===== config.mk =====
export PLATFORM = sky130hd
export DESIGN_NAME = tilt_gesture_turn_signal_detector
export DESIGN_NICKNAME = d
export VERILOG_FILES = /design/src/tgd_pkg.sv /design/src/tgd_smooth.sv /design/src/tgd_classify.sv /design/src/tilt_gesture_turn_signal_detector.sv
export VERILOG_INCLUDE_DIRS = /design/src /design/src/src
export SDC_FILE = /design/constraint.sdc
export NUM_CORES = 2
export LEC_CHECK = 0
export BUFFER_PORTS_ARGS = -buffer_cell sky130_fd_sc_hd__buf_2
export CAP_MARGIN = 20
export CELL_PAD_IN_SITES_DETAIL_PLACEMENT = 2
export CELL_PAD_IN_SITES_GLOBAL_PLACEMENT = 2
export CORE_MARGIN = 1
export CORE_UTILIZATION = 46
export CTS_CLUSTER_SIZE = 8
export DETAILED_ROUTE_END_ITERATION = 10
export GPL_ROUTABILITY_DRIVEN = 0
export PLACE_DENSITY = 0.88
export SYNTH_ARGS = -nofsm -noshare
export SYNTH_HDL_FRONTEND = slang
export SYNTH_HIERARCHICAL = 1
export SYNTH_SLANG_ARGS = --single-unit

===== constraint.sdc =====
create_clock -name clk -period 20.7 [get_ports clk]
set_input_delay 1.035 -clock clk [delete_from_list [all_inputs] [get_ports clk]]
set_output_delay 1.035 -clock clk [all_outputs]
set_load 0.005 [all_outputs]

===== src/tilt_gesture_turn_signal_detector_defines.svh =====
// Assertion macros for the tilt gesture turn signal detector
`ifndef TILT_GESTURE_TURN_SIGNAL_DETECTOR_DEFINES_SVH
`define TILT_GESTURE_TURN_SIGNAL_DETECTOR_DEFINES_SVH

// same-cycle implication, checked out of reset
`define TGD_ASSERT_NOW(label, ante, cons) \
    label: assert property (@(posedge clk) disable iff (!rst_n) (ante) |-> (cons)) \
        else $error("tgd check failed");

// next-cycle implication, checked out of reset
`define TGD_ASSERT_NEXT(label, ante, cons) \
    label: assert property (@(posedge clk) disable iff (!rst_n) (ante) |=> (cons)) \
        else $error("tgd check failed");

`endif


===== src/tgd_pkg.sv =====
package tgd_pkg;

    localparam int BASE_FRAC_BITS = 16;
    localparam int ANGLE_W        = 16;
    localparam int MARGIN_W       = 15;
    localparam int ALPHA_W        = 16;
    localparam int BL_W           = ANGLE_W + BASE_FRAC_BITS;
    localparam int CMP_W          = BL_W + 2;
    localparam int CFG_IDX_W      = 2;
    localparam int CFG_DATA_W     = 16;

    localparam logic [CFG_IDX_W-1:0] REG_NEUTRAL_BAND    = 2'd0;
    localparam logic [CFG_IDX_W-1:0] REG_RAISE_MARGIN    = 2'd1;
    localparam logic [CFG_IDX_W-1:0] REG_WIDE_MARGIN     = 2'd2;
    localparam logic [CFG_IDX_W-1:0] REG_SMOOTHING_ALPHA = 2'd3;

    localparam logic [MARGIN_W-1:0] NEUTRAL_BAND_RST    = 15'd2000;
    localparam logic [MARGIN_W-1:0] RAISE_MARGIN_RST    = 15'd3000;
    localparam logic [MARGIN_W-1:0] WIDE_MARGIN_RST     = 15'd4000;
    localparam logic [ALPHA_W-1:0]  SMOOTHING_ALPHA_RST = 16'd655;

    localparam logic [2:0] CMD_NONE      = 3'd0;
    localparam logic [2:0] CMD_LEFT_ON   = 3'd1;
    localparam logic [2:0] CMD_LEFT_OFF  = 3'd2;
    localparam logic [2:0] CMD_RIGHT_ON  = 3'd3;
    localparam logic [2:0] CMD_RIGHT_OFF = 3'd4;

    typedef struct packed {
        logic signed [ANGLE_W-1:0] pitch_angle;
        logic signed [ANGLE_W-1:0] yaw_angle;
    } sample_t;

    typedef struct packed {
        logic [2:0] command;
        logic       is_neutral;
        logic       left_signal;
        logic       right_signal;
    } result_t;

    typedef struct packed {
        logic neutral;
        logic raised;
        logic wide;
    } class_t;

    function automatic logic signed [BL_W-1:0] scale_angle(input logic signed [ANGLE_W-1:0] a);
        return $signed({a, {BASE_FRAC_BITS{1'b0}}});
    endfunction

    function automatic logic signed [CMP_W-1:0] scale_margin(input logic [MARGIN_W-1:0] m);
        return $signed({{(CMP_W - MARGIN_W - BASE_FRAC_BITS){1'b0}}, m,
                        {BASE_FRAC_BITS{1'b0}}});
    endfunction

endpackage


===== src/tgd_smooth.sv =====
module tgd_smooth (
    input  logic signed [tgd_pkg::BL_W-1:0]    base,
    input  logic signed [tgd_pkg::ANGLE_W-1:0] angle,
    input  logic        [tgd_pkg::ALPHA_W-1:0] alpha,
    output logic signed [tgd_pkg::BL_W-1:0]    smoothed
);
    import tgd_pkg::*;

    localparam int DIFF_W = BL_W + 1;
    localparam int PROD_W = DIFF_W + ALPHA_W + 1;

    logic signed [DIFF_W-1:0] diff;
    logic signed [PROD_W-1:0] prod;
    logic signed [PROD_W-1:0] rounded;
    logic signed [PROD_W-1:0] step;

    assign diff     = DIFF_W'(scale_angle(angle)) - DIFF_W'(base);
    assign prod     = PROD_W'(diff) * PROD_W'($signed({1'b0, alpha}));
    assign rounded  = prod + PROD_W'(1 << (ALPHA_W - 1));
    assign step     = rounded >>> ALPHA_W;
    assign smoothed = base + BL_W'(step);

endmodule


===== src/tgd_classify.sv =====
module tgd_classify (
    input  logic signed [tgd_pkg::ANGLE_W-1:0]  pitch_angle,
    input  logic signed [tgd_pkg::ANGLE_W-1:0]  yaw_angle,
    input  logic signed [tgd_pkg::BL_W-1:0]     pitch_base,
    input  logic signed [tgd_pkg::BL_W-1:0]     yaw_base,
    input  logic        [tgd_pkg::MARGIN_W-1:0] neutral_band,
    input  logic        [tgd_pkg::MARGIN_W-1:0] raise_margin,
    input  logic        [tgd_pkg::MARGIN_W-1:0] wide_margin,
    output tgd_pkg::class_t                     cls
);
    import tgd_pkg::*;

    logic signed [CMP_W-1:0] p;
    logic signed [CMP_W-1:0] y;
    logic signed [CMP_W-1:0] pb;
    logic signed [CMP_W-1:0] yb;
    logic signed [CMP_W-1:0] band;

    assign p    = CMP_W'(scale_angle(pitch_angle));
    assign y    = CMP_W'(scale_angle(yaw_angle));
    assign pb   = CMP_W'(pitch_base);
    assign yb   = CMP_W'(yaw_base);
    assign band = scale_margin(neutral_band);

    assign cls.neutral = (p < pb + band) && (p >= pb - band) &&
                         (y > yb - band) && (y <= yb + band);
    assign cls.raised  = p > pb + scale_margin(raise_margin);
    assign cls.wide    = y < yb - scale_margin(wide_margin);

endmodule


===== src/tilt_gesture_turn_signal_detector.sv =====
// Channel   Direction  Handshake                 Payload
// sample    in         sample_valid/sample_stall tgd_pkg::sample_t (pitch, yaw)
// result    out        result_valid/result_stall tgd_pkg::result_t (command, flags)
// cfg       in         cfg_we                    cfg_index, cfg_data
//
// One item per cycle sustained while result_stall is low; each accepted item
// passes through the input register, then the result register, to result_valid.
// The baseline smoothing, classification and signal update sit between those
// two registers; the baselines and flags close their loop through a single register.
// rst_n sets valid bits, baselines, flags and config registers to reset values.
// A stalled result holds; one further item waits in the input register.
`include "tilt_gesture_turn_signal_detector_defines.svh"

module tilt_gesture_turn_signal_detector (
    input  logic                                clk,
    input  logic                                rst_n,
    input  logic                                sample_valid,
    output logic                                sample_stall,
    input  tgd_pkg::sample_t                    sample,
    output logic                                result_valid,
    input  logic                                result_stall,
    output tgd_pkg::result_t                    result,
    input  logic                                cfg_we,
    input  logic [tgd_pkg::CFG_IDX_W-1:0]       cfg_index,
    input  logic [tgd_pkg::CFG_DATA_W-1:0]      cfg_data
);
    import tgd_pkg::*;

    logic [MARGIN_W-1:0] neutral_band_reg;
    logic [MARGIN_W-1:0] raise_margin_reg;
    logic [MARGIN_W-1:0] wide_margin_reg;
    logic [ALPHA_W-1:0]  smoothing_alpha_reg;

    sample_t s1_reg;
    logic    s1_valid_reg;
    logic    s1_valid_next;

    result_t result_reg;
    result_t result_next;
    logic    result_valid_reg;
    logic    result_valid_next;

    logic                   baseline_valid_reg;
    logic signed [BL_W-1:0] pitch_baseline_reg;
    logic signed [BL_W-1:0] pitch_baseline_next;
    logic signed [BL_W-1:0] yaw_baseline_reg;
    logic signed [BL_W-1:0] yaw_baseline_next;
    logic                   raised_flag_reg;
    logic                   wide_flag_reg;
    logic                   left_active_reg;
    logic                   left_active_next;
    logic                   right_active_reg;
    logic                   right_active_next;

    logic signed [BL_W-1:0] pitch_smoothed;
    logic signed [BL_W-1:0] yaw_smoothed;
    class_t                 cls;
    logic                   out_free;
    logic                   advance;
    logic                   sample_take;

    assign out_free     = !result_valid_reg || !result_stall;
    assign advance      = s1_valid_reg && out_free;
    assign sample_stall = s1_valid_reg && !out_free;
    assign sample_take  = sample_valid && !sample_stall;
    assign result_valid = result_valid_reg;
    assign result       = result_reg;

    tgd_smooth u_pitch_smooth (
        .base     (pitch_baseline_reg),
        .angle    (s1_reg.pitch_angle),
        .alpha    (smoothing_alpha_reg),
        .smoothed (pitch_smoothed)
    );

    tgd_smooth u_yaw_smooth (
        .base     (yaw_baseline_reg),
        .angle    (s1_reg.yaw_angle),
        .alpha    (smoothing_alpha_reg),
        .smoothed (yaw_smoothed)
    );

    always_comb
    begin
        if (!baseline_valid_reg)
        begin
            pitch_baseline_next = scale_angle(s1_reg.pitch_angle);
            yaw_baseline_next   = scale_angle(s1_reg.yaw_angle);
        end
        else if (!wide_flag_reg && !raised_flag_reg)
        begin
            pitch_baseline_next = pitch_smoothed;
            yaw_baseline_next   = yaw_smoothed;
        end
        else
        begin
            pitch_baseline_next = pitch_baseline_reg;
            yaw_baseline_next   = yaw_baseline_reg;
        end
    end

    tgd_classify u_classify (
        .pitch_angle  (s1_reg.pitch_angle),
        .yaw_angle    (s1_reg.yaw_angle),
        .pitch_base   (pitch_baseline_next),
        .yaw_base     (yaw_baseline_next),
        .neutral_band (neutral_band_reg),
        .raise_margin (raise_margin_reg),
        .wide_margin  (wide_margin_reg),
        .cls          (cls)
    );

    always_comb
    begin
        left_active_next    = left_active_reg;
        right_active_next   = right_active_reg;
        result_next.command = CMD_NONE;
        if (right_active_reg && cls.neutral)
        begin
            result_next.command = CMD_RIGHT_OFF;
            right_active_next   = 1'b0;
        end
        else if (left_active_reg && cls.neutral)
        begin
            result_next.command = CMD_LEFT_OFF;
            left_active_next    = 1'b0;
        end
        else if (!right_active_reg && !left_active_reg && cls.raised)
        begin
            result_next.command = CMD_RIGHT_ON;
            right_active_next   = 1'b1;
        end
        else if (!right_active_reg && !left_active_reg && cls.wide)
        begin
            result_next.command = CMD_LEFT_ON;
            left_active_next    = 1'b1;
        end
        result_next.is_neutral   = cls.neutral;
        result_next.left_signal  = left_active_next;
        result_next.right_signal = right_active_next;
    end

    always_comb
    begin
        if (sample_take)
        begin
            s1_valid_next = 1'b1;
        end
        else if (advance)
        begin
            s1_valid_next = 1'b0;
        end
        else
        begin
            s1_valid_next = s1_valid_reg;
        end
        result_valid_next = out_free ? s1_valid_reg : result_valid_reg;
    end

    // control, configuration and gesture state
    always_ff @(posedge clk or negedge rst_n)
    begin
        if (!rst_n)
        begin
            neutral_band_reg    <= NEUTRAL_BAND_RST;
            raise_margin_reg    <= RAISE_MARGIN_RST;
            wide_margin_reg     <= WIDE_MARGIN_RST;
            smoothing_alpha_reg <= SMOOTHING_ALPHA_RST;
            s1_valid_reg        <= 1'b0;
            result_valid_reg    <= 1'b0;
            baseline_valid_reg  <= 1'b0;
            pitch_baseline_reg  <= '0;
            yaw_baseline_reg    <= '0;
            raised_flag_reg     <= 1'b0;
            wide_flag_reg       <= 1'b0;
            left_active_reg     <= 1'b0;
            right_active_reg    <= 1'b0;
        end
        else
        begin
            if (cfg_we)
            begin
                case (cfg_index)
                    REG_NEUTRAL_BAND:    neutral_band_reg    <= cfg_data[MARGIN_W-1:0];
                    REG_RAISE_MARGIN:    raise_margin_reg    <= cfg_data[MARGIN_W-1:0];
                    REG_WIDE_MARGIN:     wide_margin_reg     <= cfg_data[MARGIN_W-1:0];
                    REG_SMOOTHING_ALPHA: smoothing_alpha_reg <= cfg_data[ALPHA_W-1:0];
                    default:             ;
                endcase
            end
            s1_valid_reg     <= s1_valid_next;
            result_valid_reg <= result_valid_next;
            if (advance)
            begin
                baseline_valid_reg <= 1'b1;
                pitch_baseline_reg <= pitch_baseline_next;
                yaw_baseline_reg   <= yaw_baseline_next;
                raised_flag_reg    <= cls.raised;
                wide_flag_reg      <= cls.wide;
                left_active_reg    <= left_active_next;
                right_active_reg   <= right_active_next;
            end
        end
    end

    // payload
    always_ff @(posedge clk)
    begin
        if (sample_take)
        begin
            s1_reg <= sample;
        end
        if (advance)
        begin
            result_reg <= result_next;
        end
    end

    `TGD_ASSERT_NOW(a_one_side_active, left_active_reg, !right_active_reg)
    `TGD_ASSERT_NEXT(a_baseline_kept, baseline_valid_reg, baseline_valid_reg)
    `TGD_ASSERT_NOW(a_stall_only_when_full, sample_stall, s1_valid_reg && result_valid_reg)
    `TGD_ASSERT_NOW(a_right_on_sets, result_valid && (result.command == CMD_RIGHT_ON), result.right_signal && !result.left_signal)

endmodule


# --- Word-level counts from Yosys, hierarchy flattened ---
# Cells that the tools add are included.
totals:
  register_bits: 170
  out_inout_bits: 8
classes:
  addsub: 12
  n_mul: 2
  order_cmp: 6
  eq_ne: 3
  mux: 16
  reduce_logical: 28
ops:
  columns: ["operator", "count"]
  rows:
  - ["$sub 32x32->33", 5]
  - ["$mux 32", 4]
  - ["$add 32x32->33", 3]
  - ["$add 48x17->48 const B", 2]
  - ["$mul 33x17->48", 2]
  - ["$gt 32x33->1", 2]
  - ["$lt 32x33->1", 2]
  - ["$add 32x32->32", 2]
  - ["$ge 32x33->1", 1]
  - ["$le 32x33->1", 1]
  - ["$logic_and 1x1->1", 12]
  - ["$mux 1", 10]
  - ["$logic_not 1->1", 8]
  - ["$reduce_and 2->1", 4]
  - ["$eq 2x2->1 const B", 2]
  - ["$mux 2", 2]
  - ["$eq 2x1->1 const B", 1]
  - ["$logic_not 2->1", 1]
  - ["$reduce_bool 2->1", 1]
  - ["$reduce_or 2->1", 1]
  - ["$logic_or 1x1->1", 1]

# --- Depth between registers and ports, before layout ---
logic_depth:
  ltp_word: 14
  ltp_mapped: 64
  ltp_nobuf: 61

# --- Hierarchy ---
# The synthesis kept the hierarchy.
by_module_without_submodules:
  columns: ["module", "instances", "cells_per_inst", "area_each_um2", "seq_area_each_um2"]
  rows:
  - ["tgd_smooth (u_pitch_smooth)", 1, 2437, 20890.0, 0.0]
  - ["tgd_smooth (u_yaw_smooth)", 1, 2369, 20579.7, 0.0]
  - ["tilt_gesture_turn_signal_detector", 1, 855, 8438.1, 4475.5]
  - ["tgd_classify", 1, 844, 6419.9, 0.0]

# --- Worst setup path before layout ---
# Ideal clock, no wire load.
synth_timing:
  kind: "register to register"
  start: "reg yaw_baseline_reg[0]"
  end: "reg right_active_reg"
  arrival_ns: 13.279
  slack_ns: 7.297
  path_stages_with_launch: 60
  path_buffers: 2
  cell_sequence: "dfrtp_1 clkbuf_1 inv_1 ha_1 inv_1 nor4_4 nand2_1 nor2_1 xnor2_1 clkbuf_1 nand2_1 fa_1 inv_1 fa_1 inv_1 fa_1 fa_1 inv_1 [... 24 more ...] ha_1 nor2b_1 o211ai_1 a31oi_1 a211oi_1 a21oi_1 a41o_1 a21oi_1 xnor2_1 ha_1 nand3_1 nor4_1 o21ai_0 nand4_1 a41oi_1 a2111oi_0 mux2i_1 mux2_2"
synth_lines:
  columns: ["element", "line_no", "source"]
  rows:
  - ["start: declaration", "tilt_gesture_turn_signal_detector.sv:46", "logic signed [BL_W-1:0] yaw_baseline_reg;"]
  - ["start signal: assignment", "tilt_gesture_turn_signal_detector.sv:197", "yaw_baseline_reg <= yaw_baseline_next;"]
  - ["end signal: assignment", "tilt_gesture_turn_signal_detector.sv:201", "right_active_reg <= right_active_next;"]
  - ["end: declaration", "tilt_gesture_turn_signal_detector.sv:52", "logic right_active_reg;"]

==> summary.txt <==
GRT
  • Gr usage total: 0.4572
  • Vias in the first global route: around 63000
  • Largest net degree at the start of global routing: about 100
  • Grt ovf: 0
  • First-pass GRT wire length: between 400 and 500 mm
  • Initial antenna violation count: 29

Placed design
  • DP Wirelength: around 200 mm
  • # port buffers: 62
  • Cell Area, Placed: between 0.05 and 0.06 sq mm

Route
  • Antenna viol nets, final: 0
  • Total routed wirelength: a little under 300 mm
  • WL per Instance: 36.94 um
  • Drt first-iter violations: a little over 5000
  • DR vias: roughly 54000
  • Vias per std cell: roughly 6.7
  • Drt drc: 0
  • First-pass DRT Iterations: 6

Clock network
  • Worst-Skew Late Latency: approximately 550 ps
  • Clock tree buffer depth: 2
  • Worst-path clk slew: 110 ps
  • CTS tree: built
  • Postcts setup bufs: 0
  • Post-CTS sizing: 0
  • Clock sink total: 170
  • Hold_buf cts: 0
  • Cts bufs inserted: 17
  • H-tree Lvls: 4
  • Root buffer cell: clkbuf_16

Worst setup path
  • Crit path launch type: flop
  • CP max stage cell: a2111oi_1
  • Reg-to-Reg Start: s1_reg[16]$_DFFE_PP_
  • Crit Path Class: flop to flop
  • Critical R2R Capture: right_active_reg$_DFFE_PN0P_
  • Source of the critical timing path: s1_reg[16]$_DFFE_PP_
  • Endpoint class of the critical path: flop
  • Flop-to-flop setup slack: roughly 1400 ps
  • Arr. time, crit path: around 20000 ps
  • Reg2reg path depth: 55
  • Crit path largest cell delay: around 950 ps
  • Worst setup path end: right_active_reg$_DFFE_PN0P_
  • CP Max Fanout: 16
  • Worst EP required: between 20000 and 25000 ps

Logic synthesis
  • Synth unique cells: 103
  • Seq/Total Area, Yosys: 0.07946
  • Yosys Warn Count: 6
  • Post-synth top area cell: fa_1
  • Number of synthesized flops with an enable pin: 38
  • Mapped Cells: roughly 6500
  • Area contributors post-synth: fa_1 (35%), ha_1 (13%), inv_1 (9.3%)
  • Avg Inst Size Synth: around 8.7 sq um
  • Synth Register Bits: 170
  • Cell Area, Synth: 0.05633 sq mm
  • Syn_nets: just over 8000
  • Post-synth top flop: dfrtp_1
  • Area share of the largest cell type after synthesis: 0.3511
  • Ys async rst share: 0.7765

Status
  • Failing checks: capacitance limit, slew limit
  • Status: finished with violations

Flow run
  • Max cap viols: 1

STA
  • Final setup vio count: 0
  • Least-Margin Pin Slew: around 1800 ps
  • Final Hold Fails: 0
  • Final period util: 0.9306
  • Fmax: ~0.052 GHz
  • Final worst clock skew: ~23 ps
  • Rel. slew slack: -0.2084
  • RSZ-0062 raised after global routing: false
  • Final Max Tran Viols: 2
  • Setup TNS: 0 ps
  • Crit path time final: between 15000 and 20000 ps

Floorplanning
  • Cell Rows: 128
  • Die H: around 350 um
  • I/O pin cnt: between 60 and 70
  • Initial Util: 0.4634
  • Core Region: around 0.12 sq mm
  • Die width: around 350 um
  • Die area: 0.1239 sq mm

Layout
  • Post-layout instance area: between 0.05 and 0.06 sq mm
  • P&R area growth vs syn: 4.860%
  • Layout cells sized above 1: 0.05851
  • Fin nets: a little over 8000

Hold path
  • Worst hold path type: flop to flop
[synth_stat cells, drive strengths merged (7+ instances only)]
library cell and instances:
a2111oi 14, a211oi 52, a21boi 42, a21o 94
a21oi 196, a31oi 49, and2 557, and3 29
buf 74, clkbuf 186, dfrtp 107, dfstp 25
edfxtp 38, fa 988, ha 576, inv 1400
mux2 63, nand2 745, nand2b 40, nand3 119
nand3b 7, nand4 61, nor2 216, nor2b 30
nor3 90, nor4 21, o211ai 16, o21a 25
o21ai 106, o21bai 35, o22ai 36, o31a 7
o31ai 13, or2 14, or3 48, xnor2 186
xor2 91
[worst min path at each step]
stage / startpoint / end / cells past startpoint
floorplan: s1_valid_reg$_DFFE_PN0P_ / result_valid$_DFFE_PN0P_ / 1
global placement: s1_valid_reg$_DFFE_PN0P_ / result_valid$_DFFE_PN0P_ / 1
detailed placement: s1_valid_reg$_DFFE_PN0P_ / result_valid$_DFFE_PN0P_ / 1
CTS: raise_margin_reg[13]$_DFFE_PN0P_ / raise_margin_reg[13]$_DFFE_PN0P_ / 1
global route: s1_valid_reg$_DFFE_PN0P_ / result_valid$_DFFE_PN0P_ / 1
finish: raise_margin_reg[13]$_DFFE_PN0P_ / raise_margin_reg[13]$_DFFE_PN0P_ / 1
[through the flow]
| stage | hold slack (ps) | std cells | worst slack (ps) | util |
|---|---|---|---|---|
| 2_1_floorplan | 440.7 | 6505 | 7297 | - |
| 3_3_place_gp | 472.6 | 8033 | 4968 | 0.4801 |
| 3_5_place_dp | 497.1 | 8033 | 3332 | 0.4801 |
| 4_1_cts | 526.9 | 8065 | 2751 | 0.4853 |
| 5_1_grt | 555.1 | 8070 | 1501 | 0.4857 |
| 6_report | 526.3 | 8081 | 1437 | 0.4859 |
[kinds of logic (layout without fill, tap and decap cells)]
family / Yosys count / in the layout / synth area share
other: 0 / 13 / 0
DFF: 170 / 170 / 0.07946
buffers and inverters: 1660 / 1598 / 0.1144
AOI/OAI and AO/OA: 764 / 764 / 0.09196
and+or+nand+nor: 2004 / 2004 / 0.1779
muxes: 65 / 65 / 0.01295
adders and majority gates: 1564 / 1564 / 0.4791
xor gates and xnor gates: 278 / 278 / 0.04427
[worst max-delay path: cells and delay by family (launching register included)]
family / cells / cell delay (ps)
xor gates and xnor gates: 3 / 1540
and+or+nand+nor: 11 / 3020
AOI/OAI and AO/OA: 21 / 7810
adders and majority gates: 11 / 4980
DFF: 1 / 380
muxes: 2 / 620
buffers and inverters: 7 / 800
[final cells by class]
type                            count  area (sq um)
Fill cell                       13150         62490
Clock buffer                       17         425.4
Timing Repair Buffer              166          1121
Tap cell                         1625          2033
Multi-Input combinational cell   4675         45500
Inverter                         1400          5255
Antenna cell                       13         32.53
Clock inverter                     15         206.4
Sequential cell                   170          4494
[routing by layer]
layer / share of wire / vias to the layer above / GRT usage / wire [um]
li1: - / 20080 / - / -
met1: 0.32 / 27320 / 0.4572 / 95330
met2: 0.47 / 4128 / 0.7718 / 139400
met3: 0.095 / 2291 / 0.1275 / 28380
met4: 0.12 / 32 / 0.4185 / 35010
met5: 0.0013 / - / 0.002308 / 375
[cells in the final DEF (no fill, tap or decap), types with 40 or more instances in the layout]
| cell | n |
|---|---|
| inv_1 | 1399 |
| xnor2_1 | 177 |
| nand4_1 | 61 |
| xor2_1 | 85 |
| buf_2 | 61 |
| buf_4 | 102 |
| o21ai_0 | 97 |
| or3_1 | 48 |
| a21oi_1 | 192 |
| nand2b_1 | 40 |
| a21o_1 | 94 |
| nand3_1 | 118 |
| a31oi_1 | 47 |
| nand2_1 | 744 |
| nor3_1 | 90 |
| ha_1 | 576 |
| dfrtp_1 | 94 |
| fa_1 | 988 |
| mux2_2 | 63 |
| and2_1 | 556 |
| nor2_1 | 215 |
| a211oi_1 | 52 |
Power is not shown: default switching activity piles up to over one toggle a cycle in this logic, so the estimate is an artifact.
